[src/hdl/circle_least_squares_fit_macros.svh]
// assertion macros for the circle fit block
// no dependencies; included by the modules that carry assertions
`ifndef CIRCLE_LEAST_SQUARES_FIT_MACROS_SVH
`define CIRCLE_LEAST_SQUARES_FIT_MACROS_SVH
`ifndef SYNTHESIS
`define CLSF_ASSERT_NOW(label, clk, rst, ante, cons, msg) \
   label: assert property (@(posedge clk) disable iff (rst) (ante) |-> (cons)) \
      else $error(msg);
`define CLSF_ASSERT_NEXT(label, clk, rst, ante, cons, msg) \
   label: assert property (@(posedge clk) disable iff (rst) (ante) |=> (cons)) \
      else $error(msg);
`else
`define CLSF_ASSERT_NOW(label, clk, rst, ante, cons, msg)
`define CLSF_ASSERT_NEXT(label, clk, rst, ante, cons, msg)
`endif
`endif

[src/hdl/clsf_mul.sv]
// shared 64x64 unsigned multiplier, four 32x32 partial products accumulated in turn
// depends on nothing but its ports
`timescale 1ns / 1ps
`default_nettype none
module clsf_mul (
   input  logic         clock,
   input  logic         reset,
   input  logic         go,
   input  logic [63:0]  op_a,
   input  logic [63:0]  op_b,
   output logic         done,
   output logic [127:0] prod
);

   logic [63:0]  a_ff, b_ff;
   logic [2:0]   step_ff;
   logic         run_ff, done_ff;
   logic [63:0]  pp_ff;
   logic [1:0]   ppk_ff;
   logic [127:0] acc_ff;
   logic [31:0]  half_a, half_b;
   logic [6:0]   shift;

   always_comb begin
      half_a = step_ff[1] ? a_ff[63:32] : a_ff[31:0];
      half_b = step_ff[0] ? b_ff[63:32] : b_ff[31:0];
      shift  = {(2'(ppk_ff[1]) + 2'(ppk_ff[0])), 5'b0};
   end

   always_ff @(posedge clock) begin
      if (reset) begin
         run_ff  <= 1'b0;
         done_ff <= 1'b0;
         step_ff <= '0;
      end else begin
         done_ff <= 1'b0;
         if (go) begin
            a_ff    <= op_a;
            b_ff    <= op_b;
            acc_ff  <= '0;
            step_ff <= '0;
            run_ff  <= 1'b1;
         end else if (run_ff) begin
            if (step_ff != 3'd4) begin
               pp_ff  <= half_a * half_b;
               ppk_ff <= step_ff[1:0];
            end
            // partial product of the previous step lands here
            if (step_ff != 3'd0) begin
               acc_ff <= acc_ff + (128'(pp_ff) << shift);
            end
            if (step_ff == 3'd4) begin
               run_ff  <= 1'b0;
               done_ff <= 1'b1;
            end else begin
               step_ff <= step_ff + 3'd1;
            end
         end
      end
   end

   assign done = done_ff;
   assign prod = acc_ff;

endmodule
`default_nettype wire

[config.mk]
export PLATFORM = sky130hd
export DESIGN_NAME = clsf_mul
export DESIGN_NICKNAME = d
export VERILOG_FILES = /design/src/hdl/circle_least_squares_fit_macros.svh /design/src/hdl/clsf_mul.sv
export SDC_FILE = /design/constraint.sdc
export NUM_CORES = 2
export LEC_CHECK = 0
export ABC_AREA = 1
export BUFFER_PORTS_ARGS = -buffer_cell sky130_fd_sc_hd__buf_2
export CAP_MARGIN = 20
export CORE_UTILIZATION = 30
export DETAILED_ROUTE_END_ITERATION = 8
export GPL_ROUTABILITY_DRIVEN = 0
export SLEW_MARGIN = 0
export SYNTH_ARGS = -nofsm -noshare
export SYNTH_HDL_FRONTEND = slang
export SYNTH_SLANG_ARGS = --single-unit
[constraint.sdc]
create_clock -name clock -period 10.3 [get_ports clock]
set_input_delay 0.515 -clock clock [delete_from_list [all_inputs] [get_ports clock]]
set_output_delay 0.515 -clock clock [all_outputs]
set_load 0.005 [all_outputs]
* Word-level counts from Yosys, hierarchy flattened
Cells that the tools add are included.
** Cells by class
- Add/sub/neg operators :: 3
- Shift-type cells :: 1
- Reduce and logical (&&, ||, !) cells :: 9
- Multiply operators :: 1
- Equal/unequal tests :: 2
- Bitwise gates (word level) :: 4
- Multiplexer cells :: 8
** Operators with widths (count)
- 128-bit 2-to-1 mux :: 2
- 128-bit adder :: 1
- 64-bit by 7-bit left shift with 128-bit output :: 1
- 32-bit by 32-bit multiplier with 64-bit output :: 1
- 32-bit 2-to-1 mux :: 2
- 1-bit 2-to-1 mux :: 4
- 1-bit NOT :: 4
- 2-bit AND reduction :: 2
- 4-bit AND reduction :: 1
- 2-bit nonzero test :: 2
- 3-bit by 1-bit adder with 3-bit output (second input constant) :: 1
- 3-bit == test (second input constant) :: 1
- 3-bit inequality test (second input constant) :: 1
- 3-bit AND reduction :: 1
- 3-bit nonzero test :: 1
- 3-bit OR reduction :: 1
- 1-bit by 1-bit adder with 2-bit output :: 1
- 2-bit OR reduction :: 1
** Word-level totals
- Bits of input ports :: 131
- Logic and storage cells :: 36
- Register bits :: 327

* Logic depth before layout (Yosys ltp)
- Depth after elaboration :: 5
- Mapped depth :: 36
- Depth with buffers taken out :: 33

* Worst setup path after synthesis
OpenSTA, ideal clock, no wires.
- Path kind :: input port to flip-flop
- From :: input port go
- To :: register a_ff[0], enable pin
- Arrival time :: 6.639 ns
- Stages :: 5
- Data required time :: 9.681 ns
- Path slack :: 3.042 ns
- Path buffers :: 3
- Path through :: clkbuf_1 -> inv_1 -> clkbuf_1 -> buf_6 -> nor2_1
** On the way
- Longest elaborated chain between the ends :: 1
** RTL lines
- from (decl) :: line clsf_mul.sv:8 : input logic go,
- 2-bit AND reduction (no source line)
- to (signal assigned) :: line clsf_mul.sv:38 : a_ff <= op_a;
- to (decl) :: line clsf_mul.sv:15 : logic [63:0] a_ff, b_ff;
No other way between the ends.
A chain may end at the register's enable or synchronous reset.

* Final worst setup path
- From :: register step_ff[1]
- To :: register pp_ff[50] (data pin)
** On the way
- Longest elaborated chain between the ends :: 2
** RTL lines
- from (decl) :: line clsf_mul.sv:16 : logic [2:0] step_ff;
- from (signal assigned) :: line clsf_mul.sv:56 : step_ff <= step_ff + 3'd1;
- 32-bit 2-to-1 mux :: line clsf_mul.sv:25 : half_a = step_ff[1] ? a_ff[63:32] : a_ff[31:0];
- 32-bit by 32-bit multiplier with 64-bit output :: line clsf_mul.sv:45 : pp_ff <= half_a * half_b;
- to (signal assigned) :: line clsf_mul.sv:45
- to (decl) :: line clsf_mul.sv:18 : logic [63:0] pp_ff;
No other way between the ends.

==> results.txt <==
The share of the cycle needed by the critical path after routing came out at 85.4%. The y dimension of the die is 450 um. The global-route wire length before repair came out at 342 mm. The clock period could shrink to 8.79 ns. The critical path launch point type is a register. The worst setup slack after layout is 1.51 ns. The family with the most delay on the worst path is adder cells.

The aggregate routed wire length is 232 mm. The total via count after detailed routing came out at 54300. The fraction of final layout cells sized beyond drive strength 1 is 9.95%. The share of the yosys chip area belonging to registers is 16.2%. The total clock buffers created by CTS is 40. The number of setup violations in the final report came out at 0. The dominant synthesized flop cell is edfxtp_1. The buffers inserted during post-CTS setup optimization came out at 0. For flop-to-flop paths, the worst setup slack is 1.51 ns. During I/O placement, the number of pins put on the boundary was 260. The clock-pin transition on the worst setup and hold timing paths is 0.06 ns. For the worst setup path, the data arrival time is 9.25 ns. The detailed-route wire length per cell came out at 21.0 um. The worst hold path belongs to the class input pin to register.

The mean instance size in the synthesized netlist is 7.32 um2. The placed wire-length estimate after detailed placement came out at 191 mm. The share of synthesized registers carrying an async set or reset is 0%. The depth of the worst hold-timing path came out at 1. The number of gates resized after cts came out at 0. The initial core utilization came out at 30.2%.

Global routing consumed, over all layers together, 22.7% of the routing resources. Yosys printed 0 warnings. The source-to-sink clock delay at the later pin of the worst-skew pair is 0.68 ns. The transition time at the pin with the least slew margin came out at 1.24 ns. The number of rows in the core area is 164.

Dividing the detail-routed via count by the number of cells gives 4.91. Setup repair after global routing left no endpoint under its margin. The summed instance area of the synthesized netlist is 60200 um2.

The DRC violation count after routing came out at 0. The synthesized netlist contains 50 unique library cells. The overall die area came out at 202000 um2. The number of antenna violations at the first check in global routing came to 11.

The tree is rooted in a clkbuf_16. STA classifies the critical path endpoint as a register. The gate count of the mapped netlist is 8214. The number of synthesized register bits is 327.

The area of the core region is 199000 um2. The area growth from synthesis to layout is 9.62%. The worst path buffer plus inverter count is 8. The global routing stage identified its most utilized layer as met2. Global routing used 29.0% of the available met1 tracks. In this run, post-CTS hold repair placed 0 buffers. The most frequent standard cell in the layout excluding fill and tap cells is nand2_1. The net count reported at finish came out at 9805. The number of max-capacitance violations reported is 0. At the worst endpoint, the required time is 10.76 ns.

The H-tree generated during clock tree synthesis spans 2 levels. The residual antenna-violating net count after detailed routing came out at 0. The number of port buffers came out at 259. Clock skew on the completed layout was measured at 0.0646 ns.

The detailed-router iteration count before antenna repair came out at 6. In this design, the critical path's most frequently occurring cell is fa_1. The sum of negative setup slack came out at 0 ns. The met2 demand-to-capacity share in global routing is 34.0%. The flow ran to the end, and the final reports show no timing, DRC or antenna violations.

The total grt overflow is 0. The number of pins with negative max-slew slack in the final report is 0. Counting flops with a built-in enable in the synthesized netlist gives 322. The initial DRC count is 5517.

The hold violation count in the final report is 0. The number of nets in the synthesized netlist is 9635. The worst slack at placement is 1.63 ns. The worst reg-to-reg path cell count is 26.

In this design, the stage delay of the slowest critical-path cell is 0.89 ns. The via count of the first global-routing pass is 55100. The horizontal extent of the die came out at 450 um.

Along the worst path, the maximum fanout reaches 34. Among all stages on the critical path, the largest delay is contributed by inv_1. For this run, global-route usage on met3 was measured as 6.73%. The clock drives 327 sinks. In the layout the commonest cells are nand2_1 (2130), inv_1 (1934), nor2_1 (1131), fa_1 (897), ha_1 (392). Counting along the longest clock path gives a buffer depth of 3. The critical path depth is 26. The maximum frequency from static timing analysis came out at 114 MHz. Entering global routing, the biggest net connects 98 pins. The critical setup path kind is register to register. The CTS tree is built. Measured against its own limit, the worst slew margin works out to 16.6%.
-- cells in the mapped netlist, drive strengths merged, types with 9 or more instances --
cell / instances / area [um2]
edfxtp: 322 / 9670
clkinv: 19 / 71.3
nand2: 2210 / 8500
o21ai: 247 / 1380
nor3: 30 / 216
o21bai: 15 / 113
and2: 10 / 63.8
nor2: 1249 / 5060
nand4: 17 / 106
buf: 125 / 652
o21a: 9 / 67.6
fa: 897 / 18000
or2: 65 / 407
nand3: 162 / 966
a21oi: 270 / 1370
xnor2: 16 / 140
inv: 2001 / 7510
ha: 393 / 4920
clkbuf: 79 / 297
xor2: 34 / 298
a21o: 12 / 90.1
-- area by class of cell --
cell class	count	area (um2)
flip-flops and latches	327	9770
diodes	1	2.50
well taps	2656	3320
inverters	2020	7580
clock buffers	52	1070
fillers	21300	134000
clock inverters	19	267
repair buffers	332	1910
multi-input cells	5663	42000
-- sequential cells by signal (all words and copies together) (netlist names) --
register and count:
pp_ff 64, ppk_ff 2, a_ff 64, prod 128, done 1, b_ff 64
run_ff 1, step_ff 3
-- logic make-up (layout without fill, tap and decap cells) --
kind of cell | after synthesis | in the layout | synth area share (%)
AO/OA/AOI/OAI | 570 | 570 | 5.22
XOR/XNOR | 50 | 50 | 0.728
adder cells (fa/ha/maj) | 1290 | 1290 | 38.0
buffers and inverters | 2224 | 2423 | 14.2
flip-flops | 327 | 327 | 16.2
other | 0 | 1 | 0
AND/OR/NAND/NOR | 3753 | 3753 | 25.6
-- stage by stage --
| stage | instances | area, um2 | hold WS (ns) | utilization, % |
|---|---|---|---|---|
| after floorplan | 8214 | 60200 | 0.438 | - |
| after global placement | 11000 | 64500 | 0.510 | 32.3 |
| after detailed placement | 11000 | 64500 | 0.511 | 32.4 |
| after CTS | 11100 | 65900 | 0.0236 | 33.0 |
| after global routing | 11100 | 65900 | 0.0290 | 33.1 |
| final | 11100 | 65900 | 0.0462 | 33.1 |
-- layer usage --
metal	wire length [um]	part of all wire [%]
met3	28300	12
met1	91200	39
met2	96900	42
met5	80	0.034
met4	15600	6.7
-- path summary, 6_finish.rpt --
path                                         startpoint             endpoint
worst max register to register  step_ff[1]$_SDFFE_PP0P_  pp_ff[50]$_DFFE_PP_
worst max-delay path            step_ff[1]$_SDFFE_PP0P_  pp_ff[50]$_DFFE_PP_
worst min-delay path                           op_a[52]   a_ff[52]$_DFFE_PP_
worst min register to register        run_ff$_SDFF_PP0_      done$_SDFF_PP0_
Power is left out: the tool's default activity adds up to more than one toggle a clock period on the data nets, which glitch-free logic cannot reach.
