--- config.mk ---
export PLATFORM = sky130hd
export DESIGN_NAME = clsf_div
export DESIGN_NICKNAME = d
export VERILOG_FILES = /design/src/hdl/circle_least_squares_fit_macros.svh /design/src/hdl/clsf_pkg.sv /design/src/hdl/clsf_div.sv
export SDC_FILE = /design/constraint.sdc
export NUM_CORES = 1
export LEC_CHECK = 0
export ABC_AREA = 1
export BUFFER_PORTS_ARGS = -buffer_cell sky130_fd_sc_hd__buf_2
export CAP_MARGIN = 15
export CORE_MARGIN = 2
export CORE_UTILIZATION = 56
export CTS_BUF_LIST = sky130_fd_sc_hd__clkbuf_8
export DETAILED_ROUTE_END_ITERATION = 8
export HOLD_SLACK_MARGIN = 0.15
export PLACE_DENSITY = 0.88
export REMOVE_ABC_BUFFERS = 1
export SLEW_MARGIN = 20
export SYNTH_ARGS = -nofsm -noshare
export SYNTH_HDL_FRONTEND = slang
export SYNTH_SLANG_ARGS = --single-unit
--- constraint.sdc ---
create_clock -name clock -period 18.3 [get_ports clock]
set_input_delay 3.66 -clock clock [delete_from_list [all_inputs] [get_ports clock]]
set_output_delay 3.66 -clock clock [all_outputs]
set_load 0.02 [all_outputs]
--- src/hdl/circle_least_squares_fit_macros.svh ---
// assertion macros for the circle fit block
// no dependencies; included by the modules that carry assertions
`ifndef CIRCLE_LEAST_SQUARES_FIT_MACROS_SVH
`define CIRCLE_LEAST_SQUARES_FIT_MACROS_SVH
`ifndef SYNTHESIS
`define CLSF_ASSERT_NOW(label, clk, rst, ante, cons, msg) \
   label: assert property (@(posedge clk) disable iff (rst) (ante) |-> (cons)) \
      else $error(msg);
`define CLSF_ASSERT_NEXT(label, clk, rst, ante, cons, msg) \
   label: assert property (@(posedge clk) disable iff (rst) (ante) |=> (cons)) \
      else $error(msg);
`else
`define CLSF_ASSERT_NOW(label, clk, rst, ante, cons, msg)
`define CLSF_ASSERT_NEXT(label, clk, rst, ante, cons, msg)
`endif
`endif

--- src/hdl/clsf_pkg.sv ---
// shared types and constants of the circle fit block
// no dependencies
`timescale 1ns / 1ps
`default_nettype none
package clsf_pkg;

   localparam int COORD_W        = 16;
   localparam int MAX_POINTS_DEF = 4096;
   localparam int FRAC_BITS_DEF  = 16;
   localparam int MIN_POINTS     = 20;

   localparam logic [63:0] QMAX  = 64'h7FFF_FFFF_FFFF_FFFF;
   localparam logic [30:0] LIM31 = 31'h7FFF_FFFF;

   typedef enum logic [1:0] {
      FIT_OK,
      FIT_FEW_POINTS,
      FIT_SINGULAR,
      FIT_BAD_RADIUS
   } fit_status_type;

   typedef struct packed {
      logic signed [COORD_W-1:0] point_x;
      logic signed [COORD_W-1:0] point_y;
      logic                      last_point;
   } point_req_type;

   typedef struct packed {
      fit_status_type     fit_status;
      logic signed [31:0] center_x;
      logic signed [31:0] center_y;
      logic [30:0]        radius;
      logic [12:0]        points_used;
   } fit_rsp_type;

endpackage
`default_nettype wire

--- src/hdl/clsf_div.sv ---
// shared restoring divider: (num << FRAC) / den, one quotient bit per cycle
// uses clsf_pkg for the saturation limit
`timescale 1ns / 1ps
`default_nettype none
module clsf_div #(
   parameter int FRAC = clsf_pkg::FRAC_BITS_DEF
) (
   input  logic        clock,
   input  logic        reset,
   input  logic        go,
   input  logic [63:0] num,
   input  logic [63:0] den,
   output logic        done,
   output logic [63:0] quo
);
   import clsf_pkg::*;

   localparam int DW = 64 + FRAC;
   localparam int CW = $clog2(DW + 1);

   logic [DW-1:0] num_ff, quo_ff;
   logic [63:0]   den_ff, rem_ff;
   logic [CW-1:0] cnt_ff;
   logic          run_ff, done_ff;
   logic [64:0]   trial;
   logic          fits;

   always_comb begin
      trial = {rem_ff, num_ff[DW-1]};
      fits  = trial >= {1'b0, den_ff};
   end

   always_ff @(posedge clock) begin
      if (reset) begin
         run_ff  <= 1'b0;
         done_ff <= 1'b0;
         cnt_ff  <= '0;
      end else begin
         done_ff <= 1'b0;
         if (go) begin
            num_ff <= DW'(num) << FRAC;
            den_ff <= den;
            rem_ff <= '0;
            quo_ff <= '0;
            cnt_ff <= CW'(DW);
            run_ff <= 1'b1;
         end else if (run_ff) begin
            num_ff <= num_ff << 1;
            if (fits) begin
               rem_ff <= 64'(trial - {1'b0, den_ff});
               quo_ff <= {quo_ff[DW-2:0], 1'b1};
            end else begin
               rem_ff <= trial[63:0];
               quo_ff <= {quo_ff[DW-2:0], 1'b0};
            end
            cnt_ff <= cnt_ff - 1'b1;
            if (cnt_ff == CW'(1)) begin
               run_ff  <= 1'b0;
               done_ff <= 1'b1;
            end
         end
      end
   end

   always_comb begin
      if (den_ff == '0) begin
         quo = '0;
      end else if (|quo_ff[DW-1:63]) begin
         quo = QMAX;
      end else begin
         quo = {1'b0, quo_ff[62:0]};
      end
   end

   assign done = done_ff;

endmodule
`default_nettype wire

**After elaboration in Yosys (flattened, before gate mapping)**

Cells that the tools add are included.

- Register bits: 296
- Bits in latches: 0
- Bits in writable memories: 0
- Memory bits (read-only): 0
- Bits of input ports: 131
- Output and inout bits: 65
- Memories kept: 0

- Add/sub/neg operators: 2
- Multipliers: 0
- Div/mod/pow operators: 0
- Magnitude comparators: 1
- Equal/unequal tests: 1
- Shift-type cells: 0
- Muxes and demuxes: 14
- Bitwise logic cells: 2
- Reductions and logical operators: 7

Operators by type and width:

| operator | count |
|---|---|
| $mux W80 | 3 |
| $mux W64 | 3 |
| $ge A65 B64 Y1 | 1 |
| $logic_not A64 Y1 | 1 |
| $sub A64 B64 Y64 | 1 |
| $mux W63 | 1 |
| $reduce_or A17 Y1 | 1 |
| $mux W7 | 2 |
| $eq A7 B1 Y1 const B | 1 |
| $sub A7 B1 Y7 const B | 1 |
| $mux W1 | 5 |
| $reduce_and A2 Y1 | 2 |
| $reduce_or A3 Y1 | 1 |
| $not A1 Y1 | 2 |
| $reduce_bool A2 Y1 | 1 |
| $reduce_or A2 Y1 | 1 |

**Logic depth before layout (Yosys ltp)**

- Word-level depth: 4
- Mapped depth: 19

**Worst setup path before layout**

No wires, ideal clock.

- Path kind: input-to-reg
- From: input port go
- To: register num_ff[16] (enable)
- Setup time: 1066 ps
- Data arrival time: 18272 ps
- Setup slack: -1038 ps
- Stages: 2
- Buffers on the path: 0
- Path through: inv_1 -> o21ai_0

- Word-level cells in the longest chain between the ends: 2

Ends and longest elaborated chain:

| what | RTL line | text |
|---|---|---|
| from (decl) | clsf_div.sv:10 | `input logic go,` |
| $reduce_bool A2 Y1 (no line) | n/a |  |
| $reduce_and A2 Y1 (no line) | n/a |  |
| to (signal assigned) | clsf_div.sv:41 | `num_ff <= DW'(num) << FRAC;` |
| to (signal assigned) | clsf_div.sv:48 | `num_ff <= num_ff << 1;` |
| to (decl) | clsf_div.sv:21 | `logic [DW-1:0] num_ff, quo_ff;` |

Every way passes these cells.
A chain may end at the register's enable or synchronous reset.

**Worst setup path after layout**

- From: register den_ff[12]
- To: output port quo[50]

- Word-level cells in the longest chain between the ends: 2

Ends and longest elaborated chain:

| what | RTL line | text |
|---|---|---|
| from (decl) | clsf_div.sv:22 | `logic [63:0] den_ff, rem_ff;` |
| from (signal assigned) | clsf_div.sv:42 | `den_ff <= den;` |
| $logic_not A64 Y1 | clsf_div.sv:66 | `if (den_ff == '0) begin` |
| $mux W64 | clsf_div.sv:66 |  |
| to (decl) | clsf_div.sv:14 | `output logic [63:0] quo` |

Every way passes these cells.

==> flow_summary.ini <==
[finish]
fin_area_sq_um = 20600
layout.nets = 2954
synthToLayoutAreaGrowth_pct = 12.2
nFillCells = 2924
regArea_sq_um = 8350
drive_gt1_share_pct = 10.3
diodes = 0
multiInputGateArea_sq_um = 7670

[power]
power.net_switching_uw = 705
p_comb_share_pct = 30.2
p_leak_uw = 0.0109
power_density_nw_per_um2 = 93.8
seqPwrFrac_pct = 42.4
ir_drop_v = 0.0000732
p_int_uw = 1220
clkPwrFrac_pct = 27.4
p_sw_share_pct = 36.6

[setup_path]
r2r_setup_slack_ps = 14640
crit_type = reg2out
worst-path-buf-inv = 2
startpoint_type = flop
crit_chain = nor4_1 > nand4_1 > nor2_1 > nor3b_2 > buf_4 > a21oi_1 > buf_2
r2r_cells = 14
worstPathMaxFanout = 63
slowest_stage = buf_4
cp_data_arrival_time_ps = 3220
critical_path.top_delay_family = simple AND/OR/NAND/NOR gates
cp.required_ps = 14640
end_kind = output port
slowest_delay_ps = 560
rr_endpoint = rem_ff[47]$_SDFFCE_PP0P_
rr_startpoint = rem_ff[1]$_SDFFCE_PP0P_

[floorplan]
dieArea_sq_um = 34200
fp.dieH_um = 185
die_w_um = 185
design.core.area_sq_um = 32400
ios = 196
initial_utilization_pct = 56.6
row_count = 66

[global_route]
grt_pass1_vias = 15800
overflow = 0
grt_start_max_net_pins = 210
grt_first_pass_wirelength_mm = 79.5
grt_use_total_pct = 30.3
antenna_found_initial = 2

[routing]
ant_nets = 0
wl_mm = 51.3
avgViaCountPerCell = 5.12
vias = 16500
drtIter0Drc = 1511
route.detailed.drc = 0
first_pass_iters = 6
routedWlPerCell_um = 15.9

[sta]
fin_crit_ps = 6880
max-slew-margin-rel_pct = 34.3
finalSetupViolCount = 0
max_freq_mhz = 145
hold_viol = 0
clock_skew_ps = 27.4
worst_slew_pin_slew_ps = 983
maxSlewViolCount = 0
finalCritPeriodShare_pct = 37.6
rsz0062_at_grt = false
setup_ws_ps = 11420

[cts]
root_buffer = clkbuf_8
cts.clk_slew.worst_paths_ps = 60
clk_latency_ps = 640
cts_setup_buffers = 0
cts_num_sinks = 281
clockBufferDepth = 3
cts_hold_buf = 0
cts_tree = built
ctsResizeCount = 0
cts_buffers = 48
htree_levels = 2

[yosys]
ys_seq_elements = 281
synth-seq-area-share_pct = 45.6
postSynth.asyncResetShare_pct = 0
synth.largest_area_cell = edfxtp_1
synth-edff-count = 272
synth_top_cells_by_area = edfxtp_1, nand2_1, inv_1
synth.avg_cell_area_sq_um = 7.14
synth-xor-area-share_pct = 1.48
yosys.cell_types.count = 38
synth_most_common_cell = nand2_1
synth_top_area_share_pct = 44.6
synthMuxAreaShare_pct = 0
yosys.area_share.simple_pct = 32.3
syn_area_sq_um = 18300
netlist_instances = 2565
synth_ff_type = edfxtp_1
yosys.area_share.adder_pct = 4.62
yosys_warnings = 0
synth_compound_area_share_pct = 3.24
synth_top_family_by_area = simple AND/OR/NAND/NOR gates
synthTopCellsByCount = nand2_1, inv_1, nor2_1, edfxtp_1, a21oi_1

[hold_path]
holdPathStages = 2
hold_end = num_ff[68]$_DFFE_PP_
min_path_type = reg2reg
worstHoldStart = num_ff[67]$_DFFE_PP_

[run_status]
status = finished, final reports clean

[job]
cap_violations = 0

[place]
gp_congestion = 0.972
pre_cts_ws_ps = 12030
hpwl_mm = 38.4
placement.cell_area_sq_um = 19700
io_buffer_count = 194
## metrics by stage
step           hold WS, ps  util, %  power [uW]  instances  TNS [ps]
5_1_grt                533     63.5        2040       3235         0
3_5_place_dp           501     60.8        1390       3147         0
2_1_floorplan          476        -        1240       2502   -497530
6_report               512     63.5        1930       3235         0
4_1_cts                516     63.4        1920       3234         0
3_3_place_gp           487     60.8        1380       3147         0
## layer usage
metal | wire length (um) | GRT usage [%] | vias to the layer above
met3 | 4810 | 5.64 | 122
met5 | 22 | 0 | -
met1 | 21700 | 41.0 | 7459
met4 | 2360 | 14.6 | 4
met2 | 22400 | 47.2 | 757
li1 | - | - | 8206
## placed cells by master, fill, tap and decap left out, types with 2 or more instances in the layout
cell type     n
a21o_1        2
a21oi_1     105
and2_1        3
buf_2       193
buf_4         9
clkbuf_8     49
clkinv_1     14
clkinv_2      9
clkinvlp_4    2
dfxtp_1       9
edfxtp_1    272
ha_1         66
inv_1       550
inv_2         4
nand2_1     952
nand2_2       5
nand3_1      74
nand3_2       2
nand3b_1     40
nand4_1      15
nor2_1      327
nor2_2        3
nor3_1       14
nor3b_1       2
nor4_1       20
o21ai_0       2
xor2_1       30
## layout make-up
| type | count | share of cell area (%) |
|---|---|---|
| timing repair buffer | 204 | 5.26 |
| inverter | 544 | 9.94 |
| sequential | 281 | 40.6 |
| clock buffer | 49 | 3.28 |
| multi-input combinational | 1677 | 37.3 |
| tap | 442 | 2.69 |
| clock inverter | 38 | 0.907 |
## worst max path at each step
stage	start	to	slack (ps)	cells after the start
after floorplan	go	num_ff[16]$_SDFFCE_PN0P_	-2380	2
after global placement	den_ff[12]$_DFFE_PP_	quo[16]	12120	7
after detailed placement	go	den_ff[16]$_DFFE_PP_	12030	4
after CTS	den_ff[12]$_DFFE_PP_	quo[50]	11370	7
after global routing	den_ff[12]$_DFFE_PP_	quo[50]	11290	7
final	den_ff[12]$_DFFE_PP_	quo[50]	11420	7
## worst reg2reg max path: cells and delay by family, from the launching register on
family        cells  cell delay (ps)
fa+ha+maj         1              450
flops             1              400
buf+inv           1               70
simple gates     12             2520
## power by group through the flow
stage | sequential [uW] | combinational, uW | clock, uW
floorplan | 842 | 399 | 0
global placement | 825 | 553 | 0
detailed placement | 829 | 565 | 0
CTS | 817 | 569 | 537
global route | 822 | 652 | 563
finish | 817 | 583 | 528
## kinds of logic (layout without fill, tap and decap cells)
group           count (synthesis)  count (layout)
compound gates                115             115
xor+xnor                       31              31
fa+ha+maj                      67              67
buf+inv                       607             835
flops                         281             281
other cells                     1               1
simple gates                 1463            1463
## state kept, by name (all words and copies together) (netlist names)
name / count
quo_ff: 80
den_ff: 64
num_ff: 64
rem_ff: 64
cnt_ff: 7
done: 1
run_ff: 1
Power figures use the tool's default switching activity.
