<file path="config.mk">
export PLATFORM = sky130hd
export DESIGN_NAME = clsf_sqrt
export DESIGN_NICKNAME = d
export VERILOG_FILES = /design/src/hdl/circle_least_squares_fit_macros.svh /design/src/hdl/clsf_sqrt.sv
export SDC_FILE = /design/constraint.sdc
export NUM_CORES = 1
export LEC_CHECK = 0
export ABC_AREA = 1
export BUFFER_PORTS_ARGS = -buffer_cell sky130_fd_sc_hd__buf_2
export CORE_AREA = 2 2 202 204
export CTS_CLUSTER_DIAMETER = 60
export DETAILED_ROUTE_END_ITERATION = 8
export DIE_AREA = 0 0 204 206
export PLACE_DENSITY = 0.6
export SYNTH_ARGS = -nofsm -noshare
export SYNTH_HDL_FRONTEND = slang
export SYNTH_SLANG_ARGS = --single-unit
</file>
<file path="constraint.sdc">
create_clock -name clock -period 7.1 [get_ports clock]
set_input_delay 0.355 -clock clock [delete_from_list [all_inputs] [get_ports clock]]
set_output_delay 0.355 -clock clock [all_outputs]
set_load 0.05 [all_outputs]
</file>
<file path="src/hdl/circle_least_squares_fit_macros.svh">
// assertion macros for the circle fit block
// no dependencies; included by the modules that carry assertions
`ifndef CIRCLE_LEAST_SQUARES_FIT_MACROS_SVH
`define CIRCLE_LEAST_SQUARES_FIT_MACROS_SVH
`ifndef SYNTHESIS
`define CLSF_ASSERT_NOW(label, clk, rst, ante, cons, msg) \
   label: assert property (@(posedge clk) disable iff (rst) (ante) |-> (cons)) \
      else $error(msg);
`define CLSF_ASSERT_NEXT(label, clk, rst, ante, cons, msg) \
   label: assert property (@(posedge clk) disable iff (rst) (ante) |=> (cons)) \
      else $error(msg);
`else
`define CLSF_ASSERT_NOW(label, clk, rst, ante, cons, msg)
`define CLSF_ASSERT_NEXT(label, clk, rst, ante, cons, msg)
`endif
`endif

</file>
<file path="src/hdl/clsf_sqrt.sv">
// integer square root of a 62-bit value, one result bit per cycle
// depends on nothing but its ports
`timescale 1ns / 1ps
`default_nettype none
module clsf_sqrt (
   input  logic        clock,
   input  logic        reset,
   input  logic        go,
   input  logic [61:0] value,
   output logic        done,
   output logic [30:0] root
);

   logic [61:0] v_ff, res_ff, bit_ff;
   logic        run_ff, done_ff;
   logic [62:0] trial;
   logic        fits;

   always_comb begin
      trial = 63'(res_ff) + 63'(bit_ff);
      fits  = 63'(v_ff) >= trial;
   end

   always_ff @(posedge clock) begin
      if (reset) begin
         run_ff  <= 1'b0;
         done_ff <= 1'b0;
      end else begin
         done_ff <= 1'b0;
         if (go) begin
            v_ff   <= value;
            res_ff <= '0;
            bit_ff <= 62'(1) << 60;
            run_ff <= 1'b1;
         end else if (run_ff) begin
            if (fits) begin
               v_ff   <= 62'(63'(v_ff) - trial);
               res_ff <= (res_ff >> 1) + bit_ff;
            end else begin
               res_ff <= res_ff >> 1;
            end
            bit_ff <= bit_ff >> 2;
            if (bit_ff[0]) begin
               run_ff  <= 1'b0;
               done_ff <= 1'b1;
            end
         end
      end
   end

   assign done = done_ff;
   assign root = res_ff[30:0];

endmodule
`default_nettype wire
</file>
After elaboration in Yosys (flattened, before gate mapping)
Index checks and enable logic that the tools add are counted.

operators by class
  multiplexer cells = 10
  reductions and logical operators = 5
  $lt $le $gt $ge = 1
  div/mod/pow operators = 0
  add/subtract/negate cells = 3
  eq/ne operators = 0
  bitwise logic cells = 2
  shifts and indexed selects = 0
  multipliers = 0

operator list
  operator                                      count
  two-way mux 62 bit                            5
  adder 62 x 61 -> 63 bit                       1
  greater-or-equal comparator 62 x 63 -> 1 bit  1
  adder 61 x 61 -> 62 bit                       1
  subtractor 62 bit                             1
  two-way mux 61 bit                            1
  two-way mux 1 bit                             4
  nonzero test 2 bit                            2
  AND reduction 3 bit                           1
  OR reduction 3 bit                            1
  NOT 1 bit                                     2
  AND reduction 2 bit                           1

word-level totals
  bits in latches = 0
  flip-flop bits (word level) = 157
  output and inout port bits = 32
  memories = 0
  input port bits = 65
  memory bits (writable) = 0
  bits in read-only memories = 0

Logic depth before layout (Yosys ltp)
Gate-level depths: netlist of run 1.

  word-level depth = 5
  mapped depth = 35
  gate-level depth less buffers = 34

Worst setup path after synthesis of run 1
Ideal clock, no wire load.

  path type = in2reg
  from = input go
  to = register v_ff[0] (enable)
  data arrival time = 7047 ps
  stages on the path = 5
  slack = -363 ps
  cells stage by stage = inv_1 -> clkbuf_1 -> a21oi_1 -> o21ai_0 -> inv_1

between the ends
  word-level cells in the longest chain between the ends = 2
  elaborated cells on any way between the ends = 3

RTL lines
  element                                 RTL line         RTL
  start: declaration                      clsf_sqrt.sv:8   input logic go,
  nonzero test 2 bit (no source line)     -
  AND reduction 3 bit (no source line) *  -
  end signal: assignment                  clsf_sqrt.sv:31  v_ff <= value;
  end signal: assignment                  clsf_sqrt.sv:37  v_ff <= 62'(63'(v_ff) - trial);
  end: declaration                        clsf_sqrt.sv:14  logic [61:0] v_ff, res_ff, bit_ff;

Mark *: on every way between the ends. The rest lies on a longest branch, timed or not.
A chain may end at the register's enable or synchronous reset.

Worst setup path in the final report of run 1
  from = register res_ff[6]
  to = register v_ff[48] (enable)

between the ends
  word-level cells in the longest chain between the ends = 4

RTL lines
  element                                       RTL line         RTL
  start: declaration                            clsf_sqrt.sv:14
  start signal: assignment                      clsf_sqrt.sv:38  res_ff <= (res_ff >> 1) + bit_ff;
  start signal: assignment                      clsf_sqrt.sv:40  res_ff <= res_ff >> 1;
  adder 62 x 61 -> 63 bit                       clsf_sqrt.sv:20  trial = 63'(res_ff) + 63'(bit_ff);
  greater-or-equal comparator 62 x 63 -> 1 bit  clsf_sqrt.sv:21  fits = 63'(v_ff) >= trial;
  nonzero test 2 bit (no source line)           -
  AND reduction 3 bit (no source line)          -

No other way between the ends.

==> impl_metrics.env, run 1 <==
export IMPL_status="complete, no violations"
export IMPL_reg_clk_slew_reported_paths_ns=0.07
export IMPL_number_of_detailed_route_iterations_in_the_first_pass=5
export IMPL_slew_violations=0
export IMPL_r2r_slack_ns=1.04
export IMPL_pwr_density_cell_mw_per_mm2=243
export IMPL_sequential_cell_area_mm2=0.00469
export IMPL_critPathSlowestCell="sky130_fd_sc_hd__buf_4"
export IMPL_cap_viol_max_count=0
export IMPL_core_area_mm2=0.0402
export IMPL_clk_buf_depth=2
export IMPL_timing_critical_path_required_ns=7.22
export IMPL_power_switching_share_pct=46.6
export IMPL_detailedRoute_firstIterationViolations=1749
export IMPL_met3_usage_pct=3.42
export IMPL_finish_net_count=2983
export IMPL_final_critical_path_setup_slack_ns=1.04
export IMPL_synthesis_nets=2934
export IMPL_cts_tree="built"
export IMPL_seq_power_share_pct=28.3
export IMPL_die_area_mm2=0.0420
export IMPL_seq_area_frac_synth_pct=26.5
export IMPL_async_reset_ff_share_pct=0
export IMPL_grt_met2_usage_pct=52.4
export IMPL_gr_max_usage_layer="met2"
export IMPL_detailedPlacementHpwl_mm=53.2
export IMPL_multi_input_comb_area_mm2=0.0113
export IMPL_layout_worst_path_cycle_share_pct=85.4
export IMPL_final_count_of_negative_setup_slack_endpoints=0
export IMPL_numCtsBuffers=17
export IMPL_wire_length_of_the_first_global_routing_pass_mm=99.6
export IMPL_detail_route_drc_violations=0
export IMPL_max_vdd_ir_drop_mv=0.149
export IMPL_crit_reg2reg_launch="res_ff[6]"
export IMPL_worst_path_most_repeated_cell="sky130_fd_sc_hd__nand2_1"
export IMPL_synthesis_area_per_instance_um2=6.46
export IMPL_finalHoldWorstSlack_ns=0.0708
export IMPL_h_tree_depth=4
export IMPL_switchingPower_mw=2.16
export IMPL_timing_hold_worst_path_depth=2
export IMPL_synth_edf_count=155
export IMPL_timing_slew_headroom_pct=35.0
export IMPL_use_met1_pct=41.4
export IMPL_floorplan_die_height_um=206
export IMPL_post_synth_instance_area_mm2=0.0177
export IMPL_final_min_clock_period_ns=6.06
export IMPL_groute_usage_overall_pct=31.4
export IMPL_synth_cell_types=45
export IMPL_floorplan_rows=74
export IMPL_critical_path_startpoint_type="flop"
export IMPL_synth_top_flop_cell="sky130_fd_sc_hd__edfxtp_1"
export IMPL_ratio_of_cells_with_drive_above_1_in_the_final_layout_pct=6.06
export IMPL_setup_total_negative_slack_ns=0
export IMPL_clk_insertion_delay_late_ns=0.50
export IMPL_rr_worst_depth=33
export IMPL_final_fill_count=4321
export IMPL_rsz_0062_raised_after_global_routing="false"
export IMPL_clockRootBuffer="sky130_fd_sc_hd__clkbuf_16"
export IMPL_worstPathMaxFanout=62
export IMPL_worst_hold_path_type="in2reg"
export IMPL_cts_stage_hold_buffer_count=0
export IMPL_max_slew_worst_pin_slew_ns=0.974
export IMPL_fmax_mhz=165
export IMPL_timing_worst_setup_path_type="reg2reg"
export IMPL_cp_data_arrival_time_ns=6.18
export IMPL_layout_area_overhead_vs_synth_pct=7.85
export IMPL_synthCells=2742
export IMPL_remaining_number_of_nets_flagged_by_the_antenna_check_after_routing=0
export IMPL_cpPeakStageDelay_ns=0.70
export IMPL_grt_overflow_total=0
export IMPL_avgRoutedWirePerCell_um=19.6
export IMPL_hold_path_end="done"
export IMPL_timing_clock_skew_ns=0.0127
export IMPL_grt_start_max_net_pins=74
export IMPL_timing_final_hold_violations=0
export IMPL_number_of_antenna_violations_at_the_first_check_in_global_routing=0
export IMPL_port_buffer_count=96
export IMPL_effective_utilization_at_floorplan_pct=44.1
export IMPL_static_leakage_power_nw=8.39
export IMPL_flop_and_latch_count_out_of_synthesis=157
export IMPL_min_delay_startpoint="reset"
export IMPL_pwr_share_comb_pct=50.4
export IMPL_cp_end_kind="flop"
export IMPL_yosys_warnings=0
export IMPL_cellInternalPower_mw=2.48
export IMPL_ctsResizeCount=0
export IMPL_num_vias=18500
export IMPL_number_of_top_level_pins=97
export IMPL_gp_congestion=0.962
export IMPL_critical_path_reg2reg_endpoint="v_ff[48]"
export IMPL_clkPwrFrac_pct=21.3
export IMPL_clock_sink_total=157
export IMPL_cts_post_setup_buffers_inserted=0
export IMPL_first_global_vias=17900
export IMPL_place_ws_ns=1.14
export IMPL_num_antenna_cells=0
export IMPL_routed_via_density=5.56
export IMPL_die_w_um=204
export IMPL_totalWireLength_mm=65.5
==> synthesized netlist by cell type, types with 2 or more instances <==
cell type / count / area [µm²]
sky130_fd_sc_hd__xor2_1: 69 / 604
sky130_fd_sc_hd__a21oi_1: 197 / 986
sky130_fd_sc_hd__o211ai_1: 11 / 82.6
sky130_fd_sc_hd__nand2_1: 745 / 2800
sky130_fd_sc_hd__a211oi_1: 3 / 22.5
sky130_fd_sc_hd__o21ai_1: 5 / 25.0
sky130_fd_sc_hd__a221oi_1: 2 / 17.5
sky130_fd_sc_hd__nor4_1: 9 / 56.3
sky130_fd_sc_hd__o21bai_1: 25 / 188
sky130_fd_sc_hd__a21o_1: 20 / 150
sky130_fd_sc_hd__o22ai_1: 2 / 12.5
sky130_fd_sc_hd__and2_1: 5 / 31.3
sky130_fd_sc_hd__buf_4: 36 / 270
sky130_fd_sc_hd__a31oi_1: 20 / 125
sky130_fd_sc_hd__nor2_1: 339 / 1270
sky130_fd_sc_hd__nand3_1: 206 / 1030
sky130_fd_sc_hd__nand3b_1: 13 / 97.6
sky130_fd_sc_hd__o21a_1: 5 / 37.5
sky130_fd_sc_hd__and3_1: 3 / 18.8
sky130_fd_sc_hd__dfxtp_1: 2 / 40.0
sky130_fd_sc_hd__o21ai_0: 186 / 931
sky130_fd_sc_hd__nand2_2: 2 / 12.5
sky130_fd_sc_hd__clkbuf_1: 20 / 75.1
sky130_fd_sc_hd__nor3_1: 27 / 135
sky130_fd_sc_hd__a21boi_0: 11 / 82.6
sky130_fd_sc_hd__nand4_1: 32 / 200
sky130_fd_sc_hd__xnor2_1: 49 / 429
sky130_fd_sc_hd__inv_1: 354 / 1330
sky130_fd_sc_hd__o2111ai_1: 4 / 35.0
sky130_fd_sc_hd__buf_1: 9 / 33.8
sky130_fd_sc_hd__o31ai_1: 4 / 30.0
sky130_fd_sc_hd__nor2_4: 2 / 22.5
sky130_fd_sc_hd__buf_2: 10 / 50.1
sky130_fd_sc_hd__ha_1: 126 / 1580
sky130_fd_sc_hd__edfxtp_1: 155 / 4650
sky130_fd_sc_hd__or2_2: 25 / 156
==> cells in the final DEF, fill, tap and decap left out, types with 49 or more instances in the layout <==
cell / count
sky130_fd_sc_hd__nand2_1: 745
sky130_fd_sc_hd__inv_1: 352
sky130_fd_sc_hd__nor2_1: 339
sky130_fd_sc_hd__nand3_1: 206
sky130_fd_sc_hd__a21oi_1: 196
sky130_fd_sc_hd__o21ai_0: 186
sky130_fd_sc_hd__edfxtp_1: 155
sky130_fd_sc_hd__ha_1: 126
sky130_fd_sc_hd__buf_2: 95
sky130_fd_sc_hd__xor2_1: 69
sky130_fd_sc_hd__xnor2_1: 49
==> critical path, delay by kind of cell (launching register included) <==
family | cells | cell delay (ns)
and+or+nand+nor | 23 | 2.37
buffers and inverters | 4 | 1.01
AOI/OAI and AO/OA | 4 | 0.89
adders and majority gates | 2 | 0.82
DFF | 1 | 0.51
==> cell type report <==
type | instances | area share [%]
inverter | 354 | 6.96
sequential | 157 | 24.6
clock buffer | 20 | 2.29
clock inverter | 12 | 0.838
tap | 532 | 3.48
multi-input combinational | 2155 | 58.9
timing repair buffer | 106 | 2.92
==> power by group through the flow <==
stage / sequential (mW) / clock [mW] / combinational (mW)
after detailed placement: 1.33 / 0 / 2.30
after global placement: 1.33 / 0 / 2.29
after CTS: 1.31 / 1.01 / 2.31
final: 1.31 / 0.987 / 2.34
after global routing: 1.32 / 1.03 / 2.60
after floorplan: 1.27 / 0 / 1.69
==> cells by family (layout without fill, tap and decap cells) <==
| family | Yosys count | in the layout | share of synthesized area, % |
|---|---|---|---|
| XOR/XNOR | 118 | 118 | 5.83 |
| AND/OR/NAND/NOR | 1413 | 1413 | 33.2 |
| adder cells (fa/ha/maj) | 127 | 127 | 9.01 |
| buffers and inverters | 430 | 492 | 9.99 |
| flip-flops | 157 | 157 | 26.5 |
| AO/OA/AOI/OAI | 497 | 497 | 15.5 |
==> worst max path at each step <==
stage	from	endpoint	slack, ns	cells after the start
after detailed placement	res_ff[6]	v_ff[56]	1.14	33
final	res_ff[6]	v_ff[48]	1.04	33
after CTS	res_ff[6]	v_ff[56]	1.11	33
after global routing	res_ff[6]	v_ff[48]	0.57	33
after global placement	res_ff[6]	v_ff[50]	1.22	33
after floorplan	res_ff[6]	v_ff[0]	1.49	28
==> sequential cells by signal (all words and copies together), names as in the netlist <==
register	count
done	1
res_ff	62
run_ff	1
v_ff	62
bit_ff	31
==> through the flow <==
step                      std cells  util, %  power, mW  area (µm²)
final                          3336     47.5       4.64       19100
after global routing           3336     47.5       4.95       19100
after CTS                      3336     47.5       4.62       19100
after detailed placement       3304     46.1       3.63       18500
after global placement         3304     46.1       3.61       18500
after floorplan                2742        -       2.96       17700
==> routing by layer <==
layer	vias up	routed length, µm
met4	0	2490
met2	666	30100
met1	8581	29200
li1	9169	-
met5	-	0
met3	126	3720
No activity file was read; power rests on OpenSTA's default activity.
==> run 2, diff against run 1 <==
==> config.mk (replaced) <==
export PLATFORM = sky130hd
export DESIGN_NAME = clsf_sqrt
export DESIGN_NICKNAME = d
export VERILOG_FILES = /design/src/hdl/circle_least_squares_fit_macros.svh /design/src/hdl/clsf_sqrt.sv
export SDC_FILE = /design/constraint.sdc
export NUM_CORES = 1
export LEC_CHECK = 0
export CORE_AREA = 2 2 189 191
export CTS_CLUSTER_DIAMETER = 60
export DETAILED_ROUTE_END_ITERATION = 8
export DIE_AREA = 0 0 191 193
export DONT_BUFFER_PORTS = 1
export PLACE_DENSITY = 0.58
export SYNTH_ARGS = -nofsm -noshare
export SYNTH_HDL_FRONTEND = slang
export SYNTH_SLANG_ARGS = --single-unit
==> run 2 against run 1 <==
Net effect: sequential share of layout area up 3.7 points; largest cell class unchanged; hold slack gained 0.014 ns; critical path type unchanged; clock power fell by 7.6%.
==> impl_metrics.env, run 2 <==
export IMPL_final_count_of_negative_setup_slack_endpoints=0
export IMPL_clockRootBuffer="sky130_fd_sc_hd__clkbuf_16"
export IMPL_floorplan_die_height_um=193
export IMPL_num_vias=14500
export IMPL_timing_worst_setup_path_type="reg2reg"
export IMPL_flop_and_latch_count_out_of_synthesis=157
export IMPL_timing_slew_headroom_pct=35.4
export IMPL_max_vdd_ir_drop_mv=0.190
export IMPL_die_w_um=191
export IMPL_yosys_warnings=0
export IMPL_setup_worst_path_start="res_ff[1]"
export IMPL_post_synth_instance_area_mm2=0.0156
export IMPL_die_area_mm2=0.0369
export IMPL_clk_buf_depth=2
export IMPL_cp_data_arrival_time_ns=6.99
export IMPL_post_synth_top_count_cell="sky130_fd_sc_hd__nand2_1"
export IMPL_finish_cell_count_without_fillers=2261
export IMPL_synth_common_cells="sky130_fd_sc_hd__nand2_1 (183), sky130_fd_sc_hd__a21oi_1 (168), sky130_fd_sc_hd__edfxtp_1 (155), sky130_fd_sc_hd__ha_1 (126), sky130_fd_sc_hd__o21ai_0 (123)"
export IMPL_rsz_0062_raised_after_global_routing="false"
export IMPL_wire_length_of_the_first_global_routing_pass_mm=76.0
export IMPL_async_reset_ff_share_pct=0
export IMPL_number_of_antenna_violations_at_the_first_check_in_global_routing=0
export IMPL_core_area_mm2=0.0350
export IMPL_final_min_clock_period_ns=6.80
export IMPL_groute_usage_overall_pct=26.5
export IMPL_final_fill_count=3417
export IMPL_postPlaceCellArea_mm2=0.0160
export IMPL_synth_edf_count=155
export IMPL_synthesis_area_per_instance_um2=8.40
export IMPL_number_of_detailed_route_iterations_in_the_first_pass=5
export IMPL_cap_viol_max_count=0
export IMPL_first_global_vias=13700
export IMPL_numCtsBuffers=17
export IMPL_seq_area_frac_synth_pct=30.2
export IMPL_min_delay_startpoint="reset"
export IMPL_gp_congestion=0.930
export IMPL_final_common_cell="sky130_fd_sc_hd__nand2_1"
export IMPL_grt_start_max_net_pins=219
export IMPL_avgRoutedWirePerCell_um=21.6
export IMPL_seq_power_share_pct=30.4
export IMPL_h_tree_depth=4
export IMPL_totalWireLength_mm=48.8
export IMPL_timing_critical_path_required_ns=7.28
export IMPL_max_slew_worst_pin_slew_ns=0.969
export IMPL_netlist_top_cells_area="sky130_fd_sc_hd__edfxtp_1 (30%), sky130_fd_sc_hd__ha_1 (10%), sky130_fd_sc_hd__a21oi_1 (5.4%)"
export IMPL_most_common_layout_cells="sky130_fd_sc_hd__nand2_1 (181), sky130_fd_sc_hd__a21oi_1 (167), sky130_fd_sc_hd__edfxtp_1 (155)"
export IMPL_finish_net_count=1978
export IMPL_switchingPower_mw=1.79
export IMPL_port_buffer_count=0
export IMPL_biggestRegsByFlops="res_ff (62), v_ff (62), bit_ff (31)"
export IMPL_ratio_of_cells_with_drive_above_1_in_the_final_layout_pct=8.17
export IMPL_layout_area_overhead_vs_synth_pct=6.60
export IMPL_layout_worst_path_cycle_share_pct=95.8
export IMPL_synthDominantCellAreaShare_pct=29.9
export IMPL_stdcell_area_mm2=0.0166
export IMPL_synthesis_nets=2046
export IMPL_clock_sink_total=157
export IMPL_cellInternalPower_mw=2.35
export IMPL_synth_top_flop_cell="sky130_fd_sc_hd__edfxtp_1"
export IMPL_clkPwrFrac_pct=22.1
export IMPL_timing_final_hold_violations=0
export IMPL_detailedRoute_firstIterationViolations=1246
export IMPL_effective_utilization_at_floorplan_pct=44.5
export IMPL_routed_via_density=6.39
export IMPL_worstPathMaxFanout=48
export IMPL_cp_end_kind="flop"
export IMPL_place_ws_ns=0.529
export IMPL_worst_hold_path_type="in2reg"
export IMPL_finalHoldWorstSlack_ns=0.0847
export IMPL_synth_cell_types=77
export IMPL_power_switching_share_pct=43.3
export IMPL_fmax_mhz=147
export IMPL_final_critical_path_setup_slack_ns=0.299
export IMPL_remaining_number_of_nets_flagged_by_the_antenna_check_after_routing=0
export IMPL_pwr_share_comb_pct=47.5
export IMPL_design_power_total_mw=4.14
export IMPL_number_of_top_level_pins=97
export IMPL_crit_reg2reg_launch="res_ff[1]"
export IMPL_critical_path_startpoint_type="flop"
export IMPL_detailedPlacementHpwl_mm=36.3
export IMPL_slew_violations=0
export IMPL_netlist_top_cell_by_area="sky130_fd_sc_hd__edfxtp_1"
export IMPL_grt_overflow_total=0
export IMPL_synthCells=1854
export IMPL_detail_route_drc_violations=0
export IMPL_reg_clk_slew_reported_paths_ns=0.07
export IMPL_floorplan_rows=69
export IMPL_static_leakage_power_nw=6.02
export IMPL_timing_clock_skew_ns=0.0119
export IMPL_post_place_cells=2226
export IMPL_status="complete, no violations"
export IMPL_pwr_density_cell_mw_per_mm2=249
export IMPL_clk_insertion_delay_late_ns=0.46
export IMPL_cts_tree="built"
[run 2: cell types whose count changed in the layout (fill, tap and decap cells not counted), moves of 21 or more]
cell                       before  now
sky130_fd_sc_hd__nand2_1      745  181
sky130_fd_sc_hd__a21oi_1      196  167
sky130_fd_sc_hd__a31o_2         1   30
sky130_fd_sc_hd__buf_4         11   37
sky130_fd_sc_hd__nand3_1      206   43
sky130_fd_sc_hd__nor2b_1        1   52
sky130_fd_sc_hd__a211oi_1       3   40
sky130_fd_sc_hd__o21ai_0      186  122
sky130_fd_sc_hd__o31ai_1        4   34
sky130_fd_sc_hd__buf_2         95    0
sky130_fd_sc_hd__a31oi_1       20   51
sky130_fd_sc_hd__inv_1        352   55
sky130_fd_sc_hd__nor2_1       339  119
sky130_fd_sc_hd__a21o_1        20   41
[run 2: final cells by class]
type | count | area (µm²) | share of cell area, %
Antenna cell | 1 | 2.50 | 0.0151
Clock buffer | 17 | 425 | 2.56
Clock inverter | 15 | 125 | 0.754
Inverter | 56 | 210 | 1.27
Multi-Input combinational cell | 1514 | 10200 | 61.7
Sequential cell | 157 | 4690 | 28.3
Tap cell | 461 | 577 | 3.48
Timing Repair Buffer | 40 | 318 | 1.92
[run 2: path summary, 6_finish.rpt]
check | endpoint | slack [ns] | depth (start not counted)
worst min-delay path | done | 0.08 | 1
worst min register to register | done | 0.49 | 1
worst max-delay path | res_ff[8] | 0.30 | 19
worst max register to register | res_ff[8] | 0.30 | 19
[run 2: power by group through the flow]
| stage | clock network (mW) | registers (mW) | logic (mW) |
|---|---|---|---|
| floorplan | 0 | 1.24 | 1.51 |
| global placement | 0 | 1.28 | 1.92 |
| detailed placement | 0 | 1.28 | 1.94 |
| CTS | 0.921 | 1.26 | 1.95 |
| global route | 0.959 | 1.27 | 2.16 |
| finish | 0.912 | 1.26 | 1.97 |
[run 2: timing repair]
action / CTS / global route
resized for setup: 0 / 0
setup buffers: 0 / 0
hold buffers: 2 / 0
endpoints found under the hold margin: 2 / 0
[run 2: critical path: stages (launching register included)]
cell                        delay [ns]
sky130_fd_sc_hd__edfxtp_1         0.77
sky130_fd_sc_hd__a31oi_2          0.25
sky130_fd_sc_hd__a21oi_1          0.19
sky130_fd_sc_hd__a21boi_1         0.12
sky130_fd_sc_hd__o31ai_1          0.72
sky130_fd_sc_hd__a2111oi_2        0.27
sky130_fd_sc_hd__o31ai_1          0.46
sky130_fd_sc_hd__xnor2_1          0.21
sky130_fd_sc_hd__ha_1             0.66
sky130_fd_sc_hd__nand4_1          0.14
sky130_fd_sc_hd__nor4_1           0.76
sky130_fd_sc_hd__nand4_1          0.17
sky130_fd_sc_hd__nor3_1           0.26
sky130_fd_sc_hd__nor3_1           0.11
sky130_fd_sc_hd__a21oi_1          0.32
sky130_fd_sc_hd__o211ai_1         0.15
sky130_fd_sc_hd__buf_4            0.32
sky130_fd_sc_hd__nor2_2           0.16
sky130_fd_sc_hd__buf_4            0.33
sky130_fd_sc_hd__a211oi_1         0.13
[run 2: metal layers]
| layer | GRT usage (%) | vias up | share of wire [%] |
|---|---|---|---|
| li1 | - | 6907 | - |
| met1 | 32.6 | 7019 | 42 |
| met4 | 10.6 | 0 | 3.5 |
| met3 | 4.27 | 83 | 5.3 |
| met2 | 46.3 | 443 | 49 |
| met5 | 0 | - | 0 |
[run 2: through the flow]
step | TNS (ns) | utilization [%]
after floorplan | -146.85 | -
after global placement | 0 | 45.8
after detailed placement | 0 | 45.8
after CTS | 0 | 47.4
after global routing | 0 | 47.4
final | 0 | 47.5
[run 2: kinds of logic (layout without fill, tap and decap cells)]
kind of cell / count (synthesis) / count (layout) / share of synthesized area (%)
compound gates: 650 / 650 / 27.5
xor+xnor: 124 / 124 / 6.98
fa+ha+maj: 127 / 127 / 10.3
buf+inv: 183 / 128 / 5.35
flops: 157 / 157 / 30.2
mux: 6 / 6 / 0.434
other cells: 0 / 1 / 0
simple gates: 607 / 607 / 19.3
